`src/mpl_pkg.sv`:
```
// Shared types, constants and state codes of the mesh point location walk unit.
`timescale 1ns / 1ps
`default_nettype none
package mpl_pkg;

   // Fixed field widths of the transaction payloads.
   localparam int CoordBits = 24;
   localparam int IdxBits   = 12;
   localparam int StampBits = 16;

   // Default store depths.
   localparam int DefMaxTriangles = 4096;
   localparam int DefMaxPoints    = 4096;

   // Operation codes.
   localparam logic [1:0] OP_LOAD_POINT = 2'd0;
   localparam logic [1:0] OP_LOAD_TRI   = 2'd1;
   localparam logic [1:0] OP_LOCATE     = 2'd2;
   localparam logic [1:0] OP_UNUSED     = 2'd3;

   // Result status codes.
   localparam logic [1:0] ST_INSIDE    = 2'd0;
   localparam logic [1:0] ST_VERTEX    = 2'd1;
   localparam logic [1:0] ST_REVISIT   = 2'd2;
   localparam logic [1:0] ST_NOT_FOUND = 2'd3;

   typedef struct packed {
      logic [1:0]                  op;
      logic [IdxBits-1:0]          index;
      logic signed [CoordBits-1:0] coord_x;
      logic signed [CoordBits-1:0] coord_y;
      logic [IdxBits-1:0]          vertex_a;
      logic [IdxBits-1:0]          vertex_b;
      logic [IdxBits-1:0]          vertex_c;
      logic [IdxBits-1:0]          neighbour_a;
      logic [IdxBits-1:0]          neighbour_b;
      logic [IdxBits-1:0]          neighbour_c;
   } req_type;

   typedef struct packed {
      logic [IdxBits-1:0] found_triangle;
      logic [1:0]         status;
   } rsp_type;

   // One entry of the point store.
   typedef struct packed {
      logic signed [CoordBits-1:0] x;
      logic signed [CoordBits-1:0] y;
   } point_rec_type;

   // One entry of the triangle store.
   typedef struct packed {
      logic [IdxBits-1:0] va;
      logic [IdxBits-1:0] vb;
      logic [IdxBits-1:0] vc;
      logic [IdxBits-1:0] na;
      logic [IdxBits-1:0] nb;
      logic [IdxBits-1:0] nc;
   } tri_rec_type;

   // Signs of the triangle area and the three sub-areas.
   typedef struct packed {
      logic       dd_pos;
      logic [2:0] a_neg;
      logic [2:0] a_pos;
   } area_sign_type;

   typedef enum logic [3:0] {
      S_CLEAR,
      S_IDLE,
      S_QRD,
      S_QCAP,
      S_TRI,
      S_TCHK,
      S_P0,
      S_P1,
      S_P2,
      S_AREA
   } walk_state_type;

endpackage
`default_nettype wire

```
`src/mpl_area_unit.sv`:
```
// Sequential area unit: triangle orientation and three oriented sub-areas.
`timescale 1ns / 1ps
`default_nettype none
module mpl_area_unit (
   input  wire logic                                 clock,
   input  wire logic                                 reset,
   input  wire logic                                 start,
   input  wire logic signed [mpl_pkg::CoordBits-1:0] x0,
   input  wire logic signed [mpl_pkg::CoordBits-1:0] y0,
   input  wire logic signed [mpl_pkg::CoordBits-1:0] x1,
   input  wire logic signed [mpl_pkg::CoordBits-1:0] y1,
   input  wire logic signed [mpl_pkg::CoordBits-1:0] x2,
   input  wire logic signed [mpl_pkg::CoordBits-1:0] y2,
   input  wire logic signed [mpl_pkg::CoordBits-1:0] qx,
   input  wire logic signed [mpl_pkg::CoordBits-1:0] qy,
   output logic                                      done,
   output mpl_pkg::area_sign_type                    sign
);
   import mpl_pkg::*;

   localparam int DW = CoordBits + 1;
   localparam int PW = 2 * DW;
   localparam int AW = PW + 1;

   logic signed [DW-1:0] d10x_ff, d20y_ff, d10y_ff, d20x_ff;
   logic signed [DW-1:0] ax_ff, ay_ff, bx_ff, by_ff, cx_ff, cy_ff;
   logic signed [DW-1:0] opa, opb, opc, opd;
   logic signed [PW-1:0] pa_ff, pb_ff;
   logic signed [AW-1:0] area;
   logic                 active_ff, phase_ff, done_ff;
   logic [1:0]           k_ff;
   area_sign_type        sign_ff;

   // Operand selection for the two products of the current area.
   always_comb begin
      case (k_ff)
         2'd0: begin
            opa = d10x_ff; opb = d20y_ff; opc = d10y_ff; opd = d20x_ff;
         end
         2'd1: begin
            opa = bx_ff; opb = cy_ff; opc = by_ff; opd = cx_ff;
         end
         2'd2: begin
            opa = cx_ff; opb = ay_ff; opc = cy_ff; opd = ax_ff;
         end
         default: begin
            opa = ax_ff; opb = by_ff; opc = ay_ff; opd = bx_ff;
         end
      endcase
   end

   assign area = AW'(pa_ff) - AW'(pb_ff);

   // Differences are taken once at start.
   always_ff @(posedge clock) begin
      if (start) begin
         d10x_ff <= {x1[CoordBits-1], x1} - {x0[CoordBits-1], x0};
         d20y_ff <= {y2[CoordBits-1], y2} - {y0[CoordBits-1], y0};
         d10y_ff <= {y1[CoordBits-1], y1} - {y0[CoordBits-1], y0};
         d20x_ff <= {x2[CoordBits-1], x2} - {x0[CoordBits-1], x0};
         ax_ff   <= {x0[CoordBits-1], x0} - {qx[CoordBits-1], qx};
         ay_ff   <= {y0[CoordBits-1], y0} - {qy[CoordBits-1], qy};
         bx_ff   <= {x1[CoordBits-1], x1} - {qx[CoordBits-1], qx};
         by_ff   <= {y1[CoordBits-1], y1} - {qy[CoordBits-1], qy};
         cx_ff   <= {x2[CoordBits-1], x2} - {qx[CoordBits-1], qx};
         cy_ff   <= {y2[CoordBits-1], y2} - {qy[CoordBits-1], qy};
      end
   end

   // Products are registered in one phase, their difference and signs in the next.
   always_ff @(posedge clock) begin
      if (active_ff && !phase_ff) begin
         pa_ff <= opa * opb;
         pb_ff <= opc * opd;
      end
      if (active_ff && phase_ff) begin
         if (k_ff == 2'd0) begin
            sign_ff.dd_pos <= (area > 0);
         end else begin
            sign_ff.a_neg[2'(k_ff - 2'd1)] <= (area < 0);
            sign_ff.a_pos[2'(k_ff - 2'd1)] <= (area > 0);
         end
      end
   end

   // Step control.
   always_ff @(posedge clock) begin
      if (reset) begin
         active_ff <= 1'b0;
         phase_ff  <= 1'b0;
         k_ff      <= 2'd0;
         done_ff   <= 1'b0;
      end else begin
         done_ff <= 1'b0;
         if (start) begin
            active_ff <= 1'b1;
            phase_ff  <= 1'b0;
            k_ff      <= 2'd0;
         end else if (active_ff) begin
            phase_ff <= !phase_ff;
            if (phase_ff) begin
               k_ff <= k_ff + 2'd1;
               if (k_ff == 2'd3) begin
                  active_ff <= 1'b0;
                  done_ff   <= 1'b1;
               end
            end
         end
      end
   end

   assign done = done_ff;
   assign sign = sign_ff;

endmodule
`default_nettype wire

```
`config.mk`:
```
export PLATFORM = sky130hd
export DESIGN_NAME = mpl_area_unit
export DESIGN_NICKNAME = d
export VERILOG_FILES = /design/src/mpl_pkg.sv /design/src/mpl_area_unit.sv
export SDC_FILE = /design/constraint.sdc
export NUM_CORES = 2
export LEC_CHECK = 0
export BUFFER_PORTS_ARGS = -buffer_cell sky130_fd_sc_hd__buf_2
export CORE_ASPECT_RATIO = 1.5
export CORE_MARGIN = 2
export CORE_UTILIZATION = 29
export CTS_CLUSTER_DIAMETER = 100
export DETAILED_ROUTE_END_ITERATION = 10
export PLACE_DENSITY = 0.46
export SETUP_SLACK_MARGIN = 0.5
export SYNTH_ARGS = -nofsm -noshare
export SYNTH_HDL_FRONTEND = slang
export SYNTH_SLANG_ARGS = --single-unit
export TNS_END_PERCENT = 10
```
`constraint.sdc`:
```
create_clock -name clock -period 7.89 [get_ports clock]
set_input_delay 0.789 -clock clock [delete_from_list [all_inputs] [get_ports clock]]
set_output_delay 0.789 -clock clock [all_outputs]
set_load 0.02 [all_outputs]
```
### Yosys cells after proc, flatten, opt, wreduce, memory -nomap -nowiden

Cells that the tools add are included.

| cells by class | value |
|---|---|
| bitwise gates (word level) | 3 |
| multipliers | 2 |
| reductions and logical operators | 10 |
| $lt $le $gt $ge | 4 |
| mux-type cells | 13 |
| add/subtract/negate cells | 13 |
| equal/unequal tests | 3 |

Operators with widths:

| kind | count |
|---|---|
| $pmux W25 S3 | 4 |
| $sub A24 B24 Y25 | 10 |
| $mul A25 B25 Y50 | 2 |
| $gt A51 B1 Y1 const B | 1 |
| $lt A51 B1 Y1 const B | 1 |
| $sub A50 B50 Y51 | 1 |
| $bwmux W3 | 2 |
| $mux W1 | 6 |
| $reduce_and A2 Y1 | 3 |
| $eq A2 B2 Y1 const B | 2 |
| $reduce_or A4 Y1 | 1 |
| $logic_and A1 B1 Y1 | 3 |
| $lt A2 B3 Y1 const B | 1 |
| $not A1 Y1 | 3 |
| $add A2 B1 Y2 const B | 1 |
| $demux W1 S2 | 1 |
| $eq A2 B1 Y1 const B | 1 |
| $ge A2 B1 Y1 const B | 1 |
| $logic_not A2 Y1 | 1 |
| $reduce_or A2 Y1 | 1 |
| $sub A2 B1 Y2 const B | 1 |
| $logic_not A1 Y1 | 1 |

| word-level totals | value |
|---|---|
| register bits after elaboration | 362 |
| input port bits | 195 |
| word-level logic and storage cells | 67 |

### Depth between registers and ports, before layout

| logic depth | value |
|---|---|
| depth in word-level cells | 6 |
| mapped depth | 36 |
| gate-level depth less buffers | 32 |

### Worst setup path after synthesis

No wires, ideal clock.

| path | value |
|---|---|
| kind | register -> register |
| start point | reg k_ff[0] |
| end point | reg pa_ff[47] (data pin) |
| path buffers | 3 |
| slack | -0.674 ns |
| data arrival time | 8.305 ns |
| clock period less this slack | 8.564 ns |
| setup time | 0.259 ns |
| cell stages (with the launch flop) | 33 |
| path through | dfxtp_1 ha_1 inv_2 buf_1 buf_1 mux2i_1 clkbuf_1 nor2_1 fa_1 fa_1 inv_1 fa_1 inv_1 fa_1 inv_1 fa_1 inv_1 fa_1 inv_1 fa_1 inv_1 ha_1 inv_1 nor3_1 o2111ai_1 a211o_1 a21oi_1 o32ai_2 o31ai_2 a21oi_1 o21bai_1 a21oi_1 xnor2_1 |

| between the ends | value |
|---|---|
| cells in the longest elaborated chain, start to end | 3 |
| elaborated cells on any way between the ends | 6 |
| classes of those cells | 1 x mul; 2 x eq/ne; 2 x mux; 1 x reduce/logical |

Ends and longest elaborated chain:

| element | line | RTL |
|---|---|---|
| start: declaration | mpl_area_unit.sv:31 | `logic [1:0] k_ff;` |
| start signal: assignment | mpl_area_unit.sv:102 | `k_ff <= k_ff + 2'd1;` |
| $eq A2 B2 Y1, or another cell as far along | mpl_area_unit.sv:36 | `case (k_ff)` |
| $pmux W25 S3 | mpl_area_unit.sv:36 |  |
| $mul A25 B25 Y50 (*) | mpl_area_unit.sv:73 | `pa_ff <= opa * opb;` |
| end signal: assignment | mpl_area_unit.sv:73 |  |
| end: declaration | mpl_area_unit.sv:28 | `logic signed [PW-1:0] pa_ff, pb_ff;` |

Mark *: on every way between the ends. The rest lies on a longest branch, timed or not.
A chain may end at the register's enable or synchronous reset.

### Worst setup path in the final report

| path | value |
|---|---|
| start point | reg k_ff[0] |
| end point | reg pa_ff[48] (data pin) |

The elaborated chain is that of the path after synthesis.

==> reports/metrics.yaml <==
timing:
  grt_setup_unrepaired: "yes"
  setup_tns_ps: -6555
  min_period_ps: 8284
  tightest_slew_ps: 1095
  finalHoldViolations: 0
  slew_headroom_pct: 25.09
  fmax_mhz: 120.7
  finalCritPeriodShare_pct: 105.0
  setup_viol: 31
  hold_ws_ps: 428.4
  clock_skew_ps: 37.74
  worst_slack_ps: -394.4
  slew_violations: 0
worst_hold_path:
  min_path_type: "input port to register"
drt:
  remaining_drc_errors: 0
  post_drt_wl_per_cell_um: 23.24
  dr.pass1.iters: 7
  routed_wl_um: 279600
  ant_nets: 0
  drt_iter0_drc: 3335
  viasPerCell: 4.801
  vias: 57741
synth:
  synthAdderAreaFrac_pct: 46.80
  synth_simple_gate_area_share_pct: 13.31
  synth_top_family_by_area: "adder cells"
  yosysMostFrequentCell: "inv_1"
  postSynth.asyncResetShare_pct: 0
  synthFlopType: "edfxtp_1"
  ys_ff_latch: 362
  muxShareOfSynthArea_pct: 2.250
  ys_types: 109
  yosysTopAreaCell: "fa_1"
  syn_avg_cell_area_um2: 9.287
  yosysSeqAreaShare_pct: 14.99
  syn_inst: 7773
  yosysWarnings: 0
  netlist_top_cells_area: "fa_1 (37%), edfxtp_1 (15%), ha_1 (10%), inv_1 (8.0%), nor2_1 (4.6%)"
  synth_common_cells: "inv_1 (1536), fa_1 (1327), nor2_1 (894)"
  netlist.area_leader.share_pct: 36.80
  syn_nets: 9872
  syn_area_mm2: 0.07218
  post_synth_xor_area_fraction_pct: 3.761
  synth_compound_area_share_pct: 9.509
  synth-edff-count: 357
outcome:
  status: "finished, violations left"
  failed_checks: "negative setup slack"
worst_setup_path:
  start_kind: "register"
  worstPathArrival_ps: 8690
  slowest_stage: "fa_1"
  critPathMostFrequentCell: "fa_1"
  cp_max_fo: 8
  slowest_delay_ps: 560
  critPathCaptureType: "register"
  crit_type: "register to register"
  critPathRequiredTime_ps: 8300
cells_and_area:
  drive_above_1_share_pct: 18.95
  nets: 10814
  fillCellCount: 25605
  syn2layout_area_growth_pct: 21.88
  reg_top3: "pa_ff (50), pb_ff (50)"
floorplanning:
  start_util_pct: 29.14
  dieArea_mm2: 0.2530
  placementRows: 224
  die_height_um: 615.0
  core_area_mm2: 0.2478
  chipWidth_um: 411.4
  ioPinCount: 203
clock_network:
  clock_latency_ps: 680
  cts.sinks: 362
  htreeDepth: 2
  cts-root-buf: "clkbuf_16"
  tritoncts: "yes"
  cts_buffers: 42
  cts_buffer_depth: 3
  clkTransAtPathRegs_ps: 70
place:
  gp_congestion: 0.9994
  hpwl_um: 247800
  io_buffer_count: 202
grt:
  grt_max_degree: 78
  grt_use_total_pct: 22.17
  antenna_found_initial: 5
  overflow: 0
  grt_pass1_vias: 63673
  grt_first_pass_wirelength_um: 414300
run:
  drv_cap: 0
## cell families (layout without fill, tap and decap cells)
kind of cell | Yosys count | after routing
buffers and inverters | 1785 | 2760
AND/OR/NAND/NOR | 2251 | 2251
AO/OA/AOI/OAI | 1008 | 1008
other | 0 | 3
flip-flops | 362 | 362
XOR/XNOR | 310 | 310
adder cells (fa/ha/maj) | 1904 | 1904
multiplexers | 153 | 153
## cell usage in the layout, fill, tap and decap left out, types with 22 or more instances in the layout
master,n
nor3_1,77
buf_2,201
nor2b_1,61
o21a_1,67
a22oi_1,65
o21ai_0,142
a31oi_1,39
edfxtp_1,357
nand2b_1,60
and2_1,35
buf_6,32
buf_12,92
buf_4,806
a211oi_1,32
xor2_1,61
a21oi_2,40
a21oi_1,202
inv_1,1515
mux2i_2,26
ha_4,26
fa_1,1300
a21o_1,94
a222oi_1,26
or2_2,32
o21bai_1,29
nand4_1,25
fa_2,27
ha_1,549
nand3_1,60
clkbuf_16,43
mux2i_1,37
xnor2_1,244
o21ai_1,24
and3_1,31
mux2_2,60
nand2_1,860
nor2_1,872
a21boi_0,22
## metrics by stage
step | instances | utilization, % | setup WS, ps | instance area [um^2]
after global routing | 12027 | 35.51 | -693.1 | 87980
after detailed placement | 11889 | 34.24 | -780.3 | 84830
after global placement | 11889 | 34.24 | -798.8 | 84830
after CTS | 12016 | 35.32 | -361.9 | 87510
after floorplan | 7773 | - | 309.1 | 73660
final | 12028 | 35.51 | -394.4 | 87980
## final cells by class
class / count / area [um^2] / area share (%)
well taps: 3277 / 4100 / 4.660
flip-flops and latches: 362 / 10830 / 12.31
repair buffers: 1144 / 9572 / 10.88
clock inverters: 29 / 332.8 / 0.3783
repair inverters: 1 / 8.758 / 0.009955
clock buffers: 48 / 1074 / 1.220
multi-input cells: 5626 / 56250 / 63.93
inverters: 1538 / 5808 / 6.602
diodes: 3 / 7.507 / 0.008533
## per-layer routing
metal  GRT usage, %  routed length [um]  vias to the layer above  part of all wire, %
li1               -                   -                    26503                    -
met1          24.63              104700                    29252                   37
met2          39.68              141000                     1460                   50
met3          2.260               10400                      520                  3.7
met4          14.96               23410                        6                  8.4
met5              0                  47                        -                0.017
## worst max-delay path, delay by kind of cell (launching register included)
family | cells | cell delay [ps]
xor gates and xnor gates | 1 | 140
buffers and inverters | 11 | 1230
adders and majority gates | 9 | 4080
DFF | 1 | 390
AOI/OAI and AO/OA | 9 | 1740
and+or+nand+nor | 4 | 420
## final timing paths
path | from | to | slack (ps) | depth (start not counted)
min | reset | k_ff[0] | 430 | 2
max reg2reg | k_ff[0] | pa_ff[48] | -390 | 34
min reg2reg | k_ff[1] | k_ff[1] | 570 | 2
max | k_ff[0] | pa_ff[48] | -390 | 34
## timing repair
item	CTS	global route
endpoints found under the setup margin	67	69
pin swaps	79	71
cloned	6	1
gates resized for setup	165	84
setup buffers	44	8
hold buffers	0	0
Power is not shown: default switching activity piles up to over one toggle a cycle in this logic, so the estimate is an artifact.
